## src/edd_pkg.sv

```systemverilog
// edd_pkg: shared types and constants of the energy dispersal descrambler
// no dependencies; imported by every module of the block
`default_nettype none

package edd_pkg;

  // fixed field widths
  localparam int unsigned BYTE_W = 8;
  localparam int unsigned PRBS_W = 15;
  // byte position width in a queue entry, covers packet lengths up to 256
  localparam int unsigned POS_W  = 8;

  // prbs register value after reset
  localparam logic [PRBS_W-1:0] PRBS_SEED_RST = 15'h00a9;

  // configuration register index (paddr bit 2)
  localparam logic REG_IDX_SEED = 1'b0;

  // input item
  typedef struct packed {
    logic [BYTE_W-1:0] data_in;
    logic              frame_start;
  } edd_in_t;

  // result item
  typedef struct packed {
    logic [BYTE_W-1:0] data_out;
    logic              packet_start;
  } edd_out_t;

  // classified item handed from front to back
  typedef struct packed {
    logic              sync;  // sync byte, passes straight out
    logic [POS_W-1:0]  addr;  // packet position
    logic [BYTE_W-1:0] data;  // descrambled byte, or raw sync byte
  } edd_ent_t;

endpackage : edd_pkg

`default_nettype wire

```

## src/edd_front.sv

```systemverilog
// edd_front: accepts input bytes, tracks packet position, runs the prbs
// depends on edd_pkg
`default_nettype none

module edd_front #(
  parameter int unsigned PACKET_BYTES = 204
) (
  input  wire logic                           clk_i,
  input  wire logic                           rst_ni,
  input  wire logic [edd_pkg::PRBS_W-1:0]     seed_i,
  input  wire logic                           in_valid_i,
  output logic                                in_stall_o,
  input  wire edd_pkg::edd_in_t               in_data_i,
  output logic                                push_o,
  output edd_pkg::edd_ent_t                   ent_o,
  input  wire logic                           full_i
);
  import edd_pkg::*;

  localparam int unsigned AW = (PACKET_BYTES > 1) ? $clog2(PACKET_BYTES) : 1;

  logic [PRBS_W-1:0] prbs_q, prbs_d, prbs_base;
  logic [AW-1:0]     pos_q, pos_d, pos_sel;
  logic [BYTE_W-1:0] key;
  logic              is_sync;
  logic              accept;

  // eight lfsr clocks of 1 + x^14 + x^15, first feedback bit is the key msb
  function automatic logic [BYTE_W+PRBS_W-1:0] prbs_step8(input logic [PRBS_W-1:0] st);
    logic [PRBS_W-1:0] s;
    logic [BYTE_W-1:0] k;
    logic              fb;
    s = st;
    k = '0;
    for (int i = 0; i < BYTE_W; i++) begin
      fb = s[13] ^ s[14];
      s  = {s[PRBS_W-2:0], fb};
      k  = {k[BYTE_W-2:0], fb};
    end
    return {k, s};
  endfunction

  assign in_stall_o = full_i;
  assign accept     = in_valid_i && !full_i;

  // frame start restarts the position and reseeds the prbs
  assign pos_sel   = in_data_i.frame_start ? '0 : pos_q;
  assign prbs_base = in_data_i.frame_start ? seed_i : prbs_q;
  assign {key, prbs_d} = prbs_step8(prbs_base);

  // classify the byte
  assign is_sync = (pos_sel == AW'(PACKET_BYTES - 1));
  assign pos_d   = is_sync ? '0 : pos_sel + AW'(1);

  assign push_o     = accept;
  assign ent_o.sync = is_sync;
  assign ent_o.addr = POS_W'(pos_sel);
  assign ent_o.data = is_sync ? in_data_i.data_in : (in_data_i.data_in ^ key);

  // position and prbs state
  always_ff @(posedge clk_i or negedge rst_ni) begin
    if (!rst_ni) begin
      prbs_q <= PRBS_SEED_RST;
      pos_q  <= '0;
    end else if (accept) begin
      prbs_q <= prbs_d;
      pos_q  <= pos_d;
    end
  end

endmodule : edd_front

`default_nettype wire

```

## src/edd_queue.sv

```systemverilog
// edd_queue: two-entry queue between front and back
// depends on edd_pkg
`default_nettype none

module edd_queue (
  input  wire logic              clk_i,
  input  wire logic              rst_ni,
  input  wire logic              push_i,
  input  wire edd_pkg::edd_ent_t ent_i,
  output logic                   full_o,
  input  wire logic              pop_i,
  output logic                   valid_o,
  output edd_pkg::edd_ent_t      ent_o
);
  import edd_pkg::*;

  edd_ent_t   slot_q [2];
  logic       wr_ptr_q, rd_ptr_q;
  logic [1:0] cnt_q;

  assign full_o  = (cnt_q == 2'd2);
  assign valid_o = (cnt_q != 2'd0);
  assign ent_o   = slot_q[rd_ptr_q];

  // pointers and fill count
  always_ff @(posedge clk_i or negedge rst_ni) begin
    if (!rst_ni) begin
      wr_ptr_q <= 1'b0;
      rd_ptr_q <= 1'b0;
      cnt_q    <= 2'd0;
    end else begin
      if (push_i) wr_ptr_q <= ~wr_ptr_q;
      if (pop_i)  rd_ptr_q <= ~rd_ptr_q;
      unique case ({push_i, pop_i})
        2'b10:   cnt_q <= cnt_q + 2'd1;
        2'b01:   cnt_q <= cnt_q - 2'd1;
        default: cnt_q <= cnt_q;
      endcase
    end
  end

  // entry storage
  always_ff @(posedge clk_i) begin
    if (push_i) slot_q[wr_ptr_q] <= ent_i;
  end

endmodule : edd_queue

`default_nettype wire

```

## src/edd_back.sv

```systemverilog
// edd_back: packet store access and output register
// depends on edd_pkg
`default_nettype none

module edd_back #(
  parameter int unsigned PACKET_BYTES = 204
) (
  input  wire logic              clk_i,
  input  wire logic              rst_ni,
  input  wire logic              ent_valid_i,
  input  wire edd_pkg::edd_ent_t ent_i,
  output logic                   pop_o,
  output logic                   out_valid_o,
  input  wire logic              out_stall_i,
  output edd_pkg::edd_out_t      out_data_o
);
  import edd_pkg::*;

  localparam int unsigned AW = (PACKET_BYTES > 1) ? $clog2(PACKET_BYTES) : 1;

  logic [BYTE_W-1:0]       store_q [PACKET_BYTES];
  logic [PACKET_BYTES-1:0] vld_q;
  logic [AW-1:0]           addr;
  logic [BYTE_W-1:0]       rdata_q, sbyte_q;
  logic                    rvld_q, sync_q;
  logic                    out_valid_q;

  assign addr  = ent_i.addr[AW-1:0];
  assign pop_o = ent_valid_i && (!out_valid_q || !out_stall_i);

  // store: read old byte, write new non-sync byte there
  always_ff @(posedge clk_i) begin
    if (pop_o) begin
      rdata_q <= store_q[addr];
      if (!ent_i.sync) store_q[addr] <= ent_i.data;
    end
  end

  // per-entry written flags, an unwritten entry reads as zero
  always_ff @(posedge clk_i or negedge rst_ni) begin
    if (!rst_ni) begin
      vld_q <= '0;
    end else if (pop_o && !ent_i.sync) begin
      vld_q[addr] <= 1'b1;
    end
  end

  // output stage payload
  always_ff @(posedge clk_i) begin
    if (pop_o) begin
      rvld_q  <= vld_q[addr];
      sync_q  <= ent_i.sync;
      sbyte_q <= ent_i.data;
    end
  end

  // output valid, held while the receiver stalls
  always_ff @(posedge clk_i or negedge rst_ni) begin
    if (!rst_ni) begin
      out_valid_q <= 1'b0;
    end else if (pop_o) begin
      out_valid_q <= 1'b1;
    end else if (!out_stall_i) begin
      out_valid_q <= 1'b0;
    end
  end

  assign out_valid_o             = out_valid_q;
  assign out_data_o.packet_start = sync_q;
  assign out_data_o.data_out     = sync_q ? sbyte_q : (rvld_q ? rdata_q : '0);

endmodule : edd_back

`default_nettype wire

```

## src/energy_dispersal_descrambler_top.sv

```systemverilog
// energy_dispersal_descrambler_top: prbs 1+x^14+x^15 descrambler with sync relocation
// depends on edd_pkg, edd_front, edd_queue, edd_back
//
// usage:
//  - input channel (in_valid_i / in_stall_o / in_data_i) takes one transport byte
//    per transfer with a frame start flag that reseeds the prbs and restarts
//    the packet position
//  - output channel (out_valid_o / out_stall_i / out_data_o) gives exactly one
//    byte per input transfer; the sync byte (last of a packet) comes out at
//    once with packet_start set, data bytes come from the previous packet
//  - apb port: register 0 at address 0 is the 15-bit prbs seed
//  - throughput is one byte per cycle while out_stall_i is low; the front keeps the
//    lfsr step, the back does one store read per byte, one store write per data byte
//  - an input transfer passes through a queue slot and then the registered store
//    read before out_valid_o rises
//  - reset clears the position, loads the prbs with 0xa9 and the seed with
//    0xa9, and marks every store entry unwritten so it reads as zero; there is
//    no clearing pass, bytes are taken from the first cycle after reset
//  - a stalled receiver holds the output register; the two-entry queue fills
//    and then in_stall_o rises
`default_nettype none

module energy_dispersal_descrambler_top #(
  parameter int unsigned PACKET_BYTES = 204
) (
  input  wire logic              clk_i,
  input  wire logic              rst_ni,
  // input channel
  input  wire logic              in_valid_i,
  output logic                   in_stall_o,
  input  wire edd_pkg::edd_in_t  in_data_i,
  // output channel
  output logic                   out_valid_o,
  input  wire logic              out_stall_i,
  output edd_pkg::edd_out_t      out_data_o,
  // configuration
  input  wire logic              psel,
  input  wire logic              penable,
  input  wire logic              pwrite,
  input  wire logic [2:0]        paddr,
  input  wire logic [31:0]       pwdata,
  output logic [31:0]            prdata,
  output logic                   pready
);
  import edd_pkg::*;

  logic [PRBS_W-1:0] seed_q;
  logic              cfg_wr;
  logic              push, full, pop, ent_valid;
  edd_ent_t          ent_in, ent_out;

  // configuration register
  assign pready = 1'b1;
  assign cfg_wr = psel && penable && pwrite && pready;

  always_ff @(posedge clk_i or negedge rst_ni) begin
    if (!rst_ni) begin
      seed_q <= PRBS_SEED_RST;
    end else if (cfg_wr && (paddr[2] == REG_IDX_SEED)) begin
      seed_q <= pwdata[PRBS_W-1:0];
    end
  end

  assign prdata = (paddr[2] == REG_IDX_SEED) ? 32'(seed_q) : 32'd0;

  // front: position and prbs
  edd_front #(
    .PACKET_BYTES (PACKET_BYTES)
  ) u_front (
    .clk_i      (clk_i),
    .rst_ni     (rst_ni),
    .seed_i     (seed_q),
    .in_valid_i (in_valid_i),
    .in_stall_o (in_stall_o),
    .in_data_i  (in_data_i),
    .push_o     (push),
    .ent_o      (ent_in),
    .full_i     (full)
  );

  // decoupling queue
  edd_queue u_queue (
    .clk_i   (clk_i),
    .rst_ni  (rst_ni),
    .push_i  (push),
    .ent_i   (ent_in),
    .full_o  (full),
    .pop_i   (pop),
    .valid_o (ent_valid),
    .ent_o   (ent_out)
  );

  // back: packet store and output
  edd_back #(
    .PACKET_BYTES (PACKET_BYTES)
  ) u_back (
    .clk_i       (clk_i),
    .rst_ni      (rst_ni),
    .ent_valid_i (ent_valid),
    .ent_i       (ent_out),
    .pop_o       (pop),
    .out_valid_o (out_valid_o),
    .out_stall_i (out_stall_i),
    .out_data_o  (out_data_o)
  );

endmodule : energy_dispersal_descrambler_top

`default_nettype wire

```

## config.mk

```make
export PLATFORM = sky130hd
export DESIGN_NAME = energy_dispersal_descrambler_top
export DESIGN_NICKNAME = d
export VERILOG_FILES = /design/src/edd_pkg.sv /design/src/edd_front.sv /design/src/edd_queue.sv /design/src/edd_back.sv /design/src/energy_dispersal_descrambler_top.sv
export SDC_FILE = /design/constraint.sdc
export NUM_CORES = 2
export LEC_CHECK = 0
export BUFFER_PORTS_ARGS = -buffer_cell sky130_fd_sc_hd__buf_2
export CORE_ASPECT_RATIO = 1.1
export CORE_MARGIN = 2
export CORE_UTILIZATION = 35
export DETAILED_ROUTE_END_ITERATION = 12
export GPL_ROUTABILITY_DRIVEN = 0
export PLACE_DENSITY_LB_ADDON = 0.25
export SLEW_MARGIN = 20
export SYNTH_ARGS = -nofsm -noshare
export SYNTH_HDL_FRONTEND = slang
export SYNTH_SLANG_ARGS = --single-unit
```

## constraint.sdc

```tcl
create_clock -name clk_i -period 8.9 [get_ports clk_i]
set_input_delay 1.335 -clock clk_i [delete_from_list [all_inputs] [get_ports clk_i]]
set_output_delay 1.335 -clock clk_i [all_outputs]
set_load 0.05 [all_outputs]
```

After elaboration in Yosys (flattened, before gate mapping)
Memories as Yosys holds them, arrays and structs flattened. A register that Yosys moved wholly into a read port is not among the register bits.
Index checks and enable logic that the tools add are counted.
{"block": "totals", "ram_bits": 1666, "inputBits": 51, "n_memories": 2, "wordCells": 69, "ff_bits": 257, "out_inout_bits": 44}
{"block": "classes", "eq_ne": 5, "bitwise": 13, "add_sub_neg": 3, "muxes": 19, "magnitude_cmp": 2, "n_reduce_logical": 14}
{"name": "u_back.store_q", "words": 204, "width": 8, "rd": 1, "rd_clocked_by_memory_dff": 1, "write_ports": 1, "line_no": "edd_back.sv:21", "rtl": "logic [BYTE_W-1:0] store_q [PACKET_BYTES];"}
{"name": "u_queue.slot_q", "words": 2, "width": 17, "rd": 1, "rd_clocked_by_memory_dff": 0, "write_ports": 1, "line_no": "edd_queue.sv:17", "rtl": "edd_ent_t slot_q [2];"}
{"operator": "OR 204 bit", "n": 1}
{"operator": "2-to-1 mux 8 bit", "n": 5}
{"operator": "2-to-1 mux 15 bit", "n": 2}
{"operator": "< comparator 8 x 9 -> 1 bit, second input constant", "n": 1}
{"operator": "2-to-1 mux 1 bit", "n": 9}
{"operator": "adder 8 x 1 -> 8 bit, second input constant", "n": 1}
{"operator": "binary-select mux 1 bit (select 8 bit)", "n": 1}
{"operator": "demux 1 bit (select 8 bit)", "n": 1}
{"operator": "equality test 8 bit, second input constant", "n": 1}
{"operator": "greater-or-equal comparator 8 x 1 -> 1 bit, second input constant", "n": 1}
{"operator": "XOR 1 bit", "n": 8}
{"operator": "XOR 8 bit", "n": 1}
{"operator": "logical AND 1 bit", "n": 7}
{"operator": "equality test 2 bit, second input constant", "n": 2}
{"operator": "zero test 1 bit", "n": 4}
{"operator": "case mux 2 bit (2 select lines)", "n": 1}
{"operator": "nonzero test 2 bit", "n": 2}
{"operator": "inverter 1 bit", "n": 3}
{"operator": "adder 2 x 1 -> 2 bit, second input constant", "n": 1}
{"operator": "equality test 2 x 1 -> 1 bit, second input constant", "n": 1}
{"operator": "!= test 2 x 1 -> 1 bit, second input constant", "n": 1}
{"operator": "subtractor 2 x 1 -> 2 bit, second input constant", "n": 1}
{"operator": "logical OR 1 bit", "n": 1}

Logic depth before layout (Yosys ltp)
An unclocked memory read counts as a cell.
{"block": "logic_depth", "word_depth": 6, "mapped_depth": 11, "mapped_depth_nobuf": 8}

By module
A second synthesis with hierarchy kept.
{"block": "unflattened", "cells_unflattened": 4007, "area_unflattened_um2": 75982.9}
{"module": "edd_back", "cells_per_inst": 3701, "area_each_um2": 72161.7, "n_inst": 1, "seq_area_each_um2": 54677.4}
{"module": "edd_front", "cells_per_inst": 169, "area_each_um2": 1488.9, "n_inst": 1, "seq_area_each_um2": 580.6}
{"module": "edd_queue", "cells_per_inst": 69, "area_each_um2": 1463.9, "n_inst": 1, "seq_area_each_um2": 1121.1}
{"module": "energy_dispersal_descrambler_top", "cells_per_inst": 68, "area_each_um2": 868.3, "n_inst": 1, "seq_area_each_um2": 380.4}

Worst setup path after synthesis
No wires, ideal clock.
{"block": "synth_path", "path_kind": "in2out", "start": "input port paddr[2]", "end": "output port prdata[10]", "path_stages": 2, "path_slack_ps": 5333, "path_buffers": 1, "arrival_time_ps": 2232, "t_required_ps": 7565, "cell_sequence": "clkbuf_1 -> nor2b_1"}
{"block": "synth_via", "elab_chain_len": 1}
{"item": "from (decl)", "line_no": "energy_dispersal_descrambler_top.sv:40", "rtl": "input wire logic [2:0] paddr,"}
{"item": "2-to-1 mux 15 bit", "line_no": "energy_dispersal_descrambler_top.sv:64", "rtl": "assign prdata = (paddr[2] == REG_IDX_SEED) ? 32'(seed_q) : 32'd0;"}
{"item": "to (decl)", "line_no": "energy_dispersal_descrambler_top.sv:42", "rtl": "output logic [31:0] prdata,"}
Every way passes these cells.

Worst setup path after layout
{"block": "layout_path", "start": "register u_queue.rd_ptr_q", "end": "register u_back.rdata_q[1] (read register of u_back.store_q), data pin"}
{"block": "layout_via", "elab_chain_len": 1}
{"item": "from (decl)", "line_no": "edd_queue.sv:18", "rtl": "logic wr_ptr_q, rd_ptr_q;"}
{"item": "from (signal assigned)", "line_no": "edd_queue.sv:33", "rtl": "if (pop_i) rd_ptr_q <= ~rd_ptr_q;"}
{"item": "memory read (2 x 17 bit)"}
{"item": "to (decl)", "line_no": "edd_back.sv:24", "rtl": "logic [BYTE_W-1:0] rdata_q, sbyte_q;"}
Every way passes these cells.
A chain may end at the register's enable or synchronous reset.

==> qor.txt <==
Die Height: 492 µm
fill count: 19.7k
Avg Cell Area, Syn: 16.7 µm²
pwr dens: 322 nW/µm²
Initial Util: 35.1%
DRT antenna net count: 0
Critical Path AT: 6430 ps
fraction of layout cells with a size suffix above 1: 10.6%
vias post-DR: 40.4k
io pins: 95
Cells on Worst Hold Path: 1
Worst-Skew Late Latency: 850 ps
CP Launch Type: flip-flop
final hold violation count: 0
grt ovf: 0
top area cells in the synthesized netlist: edfxtp_1, mux2i_1, dfrtp_1, o22ai_1, o21bai_1
WP data required: 9480 ps
htree depth: 4
CP cell instances: buf_4 > mux2_8 > buf_12 > mux2i_1 > o22ai_1 > o41ai_1 > a41oi_1 > or4_1
Slew HR: 23.4%
fin util: 39.6%
gr usage total: 17.4%
area leader, netlist: edfxtp_1
Synth Flop Type: edfxtp_1
VDD IR max: 400 µV
critical path depth: 8
P&R area growth vs syn: 12.7%
# rows: 179
# hold bufs at CTS: 0
Yosys top cell area share: 66.7%
maximum operating frequency: 171 MHz
clk slew on worst S/H paths: 70 ps
Crit path max-delay family: compound AO/OA/AOI/OAI gates
Routed Wire Length: 195 mm
status: finished clean
top-count cell post-synth: edfxtp_1
Static Leak: 29.5 nW
CTS Buf Count: 184
register area share after synthesis: 74.9%
Yosys warning count: 0
count of final setup violators: 0
antenna violations before repair: 4
routed len/inst: 25.6 µm
vias per inst: 5.29
Final WS setup: 3050 ps
WS Path Type: flip-flop to flip-flop
share of flip-flops with an asynchronous set or reset: 12.8%
post-CTS sizing: 0
max incr delay on CP: 1030 ps
Worst Setup End Kind: flip-flop
DRC viols: 0
storage element area: 56800 µm²
number of synthesized flops with an enable pin: 1684
Gate Count Post-Synth: 4554
Max Cap Viol: 0
CP max-delay cell: o41ai_1
root buffer cell: clkbuf_16
TritonRoute pass-1 iters: 7
Hold WC Path Type: flip-flop to flip-flop
IO Port Bufs: 57
fin crit period: 5850 ps
CTS tree: yes
Worst Tran Pin Value: 1130 ps
Cell Area, Synth: 75800 µm²
setup TNS: 0 ps
Buf+Inv Stages, Crit Path: 2
Yosys cell types: 49
DIE WIDTH: 448 µm
dpl hpwl: 109 mm
full die area: 220000 µm²
synthesized flop and latch total: 1931
Core Region: 216000 µm²
CTS Buffer Depth: 3
post-place setup slack: 3210 ps
Max FO, Critical Path: 127
global-route wire length before repair: 283 mm
max-slew violations: 0
skew final: 31.8 ps
RSZ-0062 raised after global routing: false
clock sink count: 1931
reg2reg path depth: 8
multi-input logic area: 18000 µm²
Setup Buffers After CTS: 0
final net count: 4633
period utilization: 65.7%
Commonest cells post-synth: edfxtp_1, mux2i_1, o22ai_1
vias in the first global route: 40.3k
total power: 27.5 mW
largest net degree at the start of global routing: 136
1st-iter DRT viols: 3548
## routing by layer
metal  up-vias  part of all wire, %  global-route usage [%]
met5         -               0.0067                       0
met4         2                  3.4                    6.18
met3       314                  5.4                    2.64
met2      1197                   47                    27.8
met1     20900                   44                    24.3
li1      18000                    -                       -
## metrics by stage
stage | hold WS, ps | instance area, µm² | std cells
after floorplan | 437 | 75900 | 4570
after global routing | 484 | 85400 | 7630
final | 469 | 85400 | 7631
after global placement | 452 | 79500 | 7290
after CTS | 474 | 85400 | 7629
after detailed placement | 456 | 79500 | 7290
## state kept, by name, summed over array words and instances, names as in the netlist
register,cells
u_back.vld_q,204
u_queue.cnt_q,2
u_front.pos_q,8
u_queue.rd_ptr_q,1
u_back.out_valid_o,1
u_back.sbyte_q,8
u_back.sync_q,1
u_front.prbs_q,15
u_back.rdata_q,8
u_back.store_q,1632
u_queue.slot_q,34
u_back.rvld_q,1
seed_q,15
u_queue.wr_ptr_q,1
## report_power, final
group / switching, mW / internal [mW]
clock: 3.41 / 4.32
combinational: 5.47 / 2.36
sequential: 0.305 / 11.7
total: 9.18 / 18.3
## area by class of cell
class                           count  share of cell area (%)
Clock inverter                    103                    1.14
Clock buffer                      236                    5.76
Timing Repair Buffer              145                    1.29
Antenna cell                        2                 0.00586
Inverter                            9                  0.0395
Tap cell                         2896                    4.24
Sequential cell                  1931                    66.4
Multi-Input combinational cell   2309                    21.1
## worst paths after layout
kind                                          startpoint                             end  slack [ps]
max in group asynchronous                         rst_ni   u_back.vld_q[104]$_DFFE_PN0P_        7070
min in group asynchronous                         rst_ni  u_back.out_valid_o$_DFFE_PN0P_         530
setup / recovery            u_queue.rd_ptr_q$_DFFE_PN0P_     u_back.rdata_q[1]$_DFFE_PP_        3050
setup reg to reg            u_queue.rd_ptr_q$_DFFE_PN0P_     u_back.rdata_q[1]$_DFFE_PP_        3050
hold / removal             u_back.vld_q[121]$_DFFE_PN0P_   u_back.vld_q[121]$_DFFE_PN0P_         470
hold reg to reg            u_back.vld_q[121]$_DFFE_PN0P_   u_back.vld_q[121]$_DFFE_PN0P_         470
## placed cells by master (no fill, tap or decap), drive strengths merged, types with 21 or more instances in the layout
| master | instances |
|---|---|
| a41oi | 26 |
| buf | 145 |
| clkbuf | 236 |
| clkinv | 81 |
| dfrtp | 239 |
| edfxtp | 1684 |
| mux2 | 39 |
| mux2i | 860 |
| nand2 | 184 |
| nand3 | 38 |
| nor2 | 218 |
| nor2b | 27 |
| o21ai | 25 |
| o21bai | 204 |
| o22ai | 427 |
| o41ai | 106 |
| xnor2 | 21 |
## worst register-to-register path, delay by kind of cell, from the launching register on
| kind | cells | cell delay, ps |
|---|---|---|
| buffers and inverters | 2 | 1290 |
| AND/OR/NAND/NOR | 1 | 690 |
| multiplexers | 2 | 1160 |
| flip-flops | 1 | 610 |
| AO/OA/AOI/OAI | 3 | 1860 |
## logic make-up after synthesis
logic type	share of synthesized area, %
other	0.00990
XOR/XNOR	0.347
adder cells (fa/ha/maj)	0.0330
flip-flops	74.9
buffers and inverters	1.96
multiplexers	12.2
AND/OR/NAND/NOR	2.78
AO/OA/AOI/OAI	7.87
Note: power is estimated with default switching activity, not from simulation.
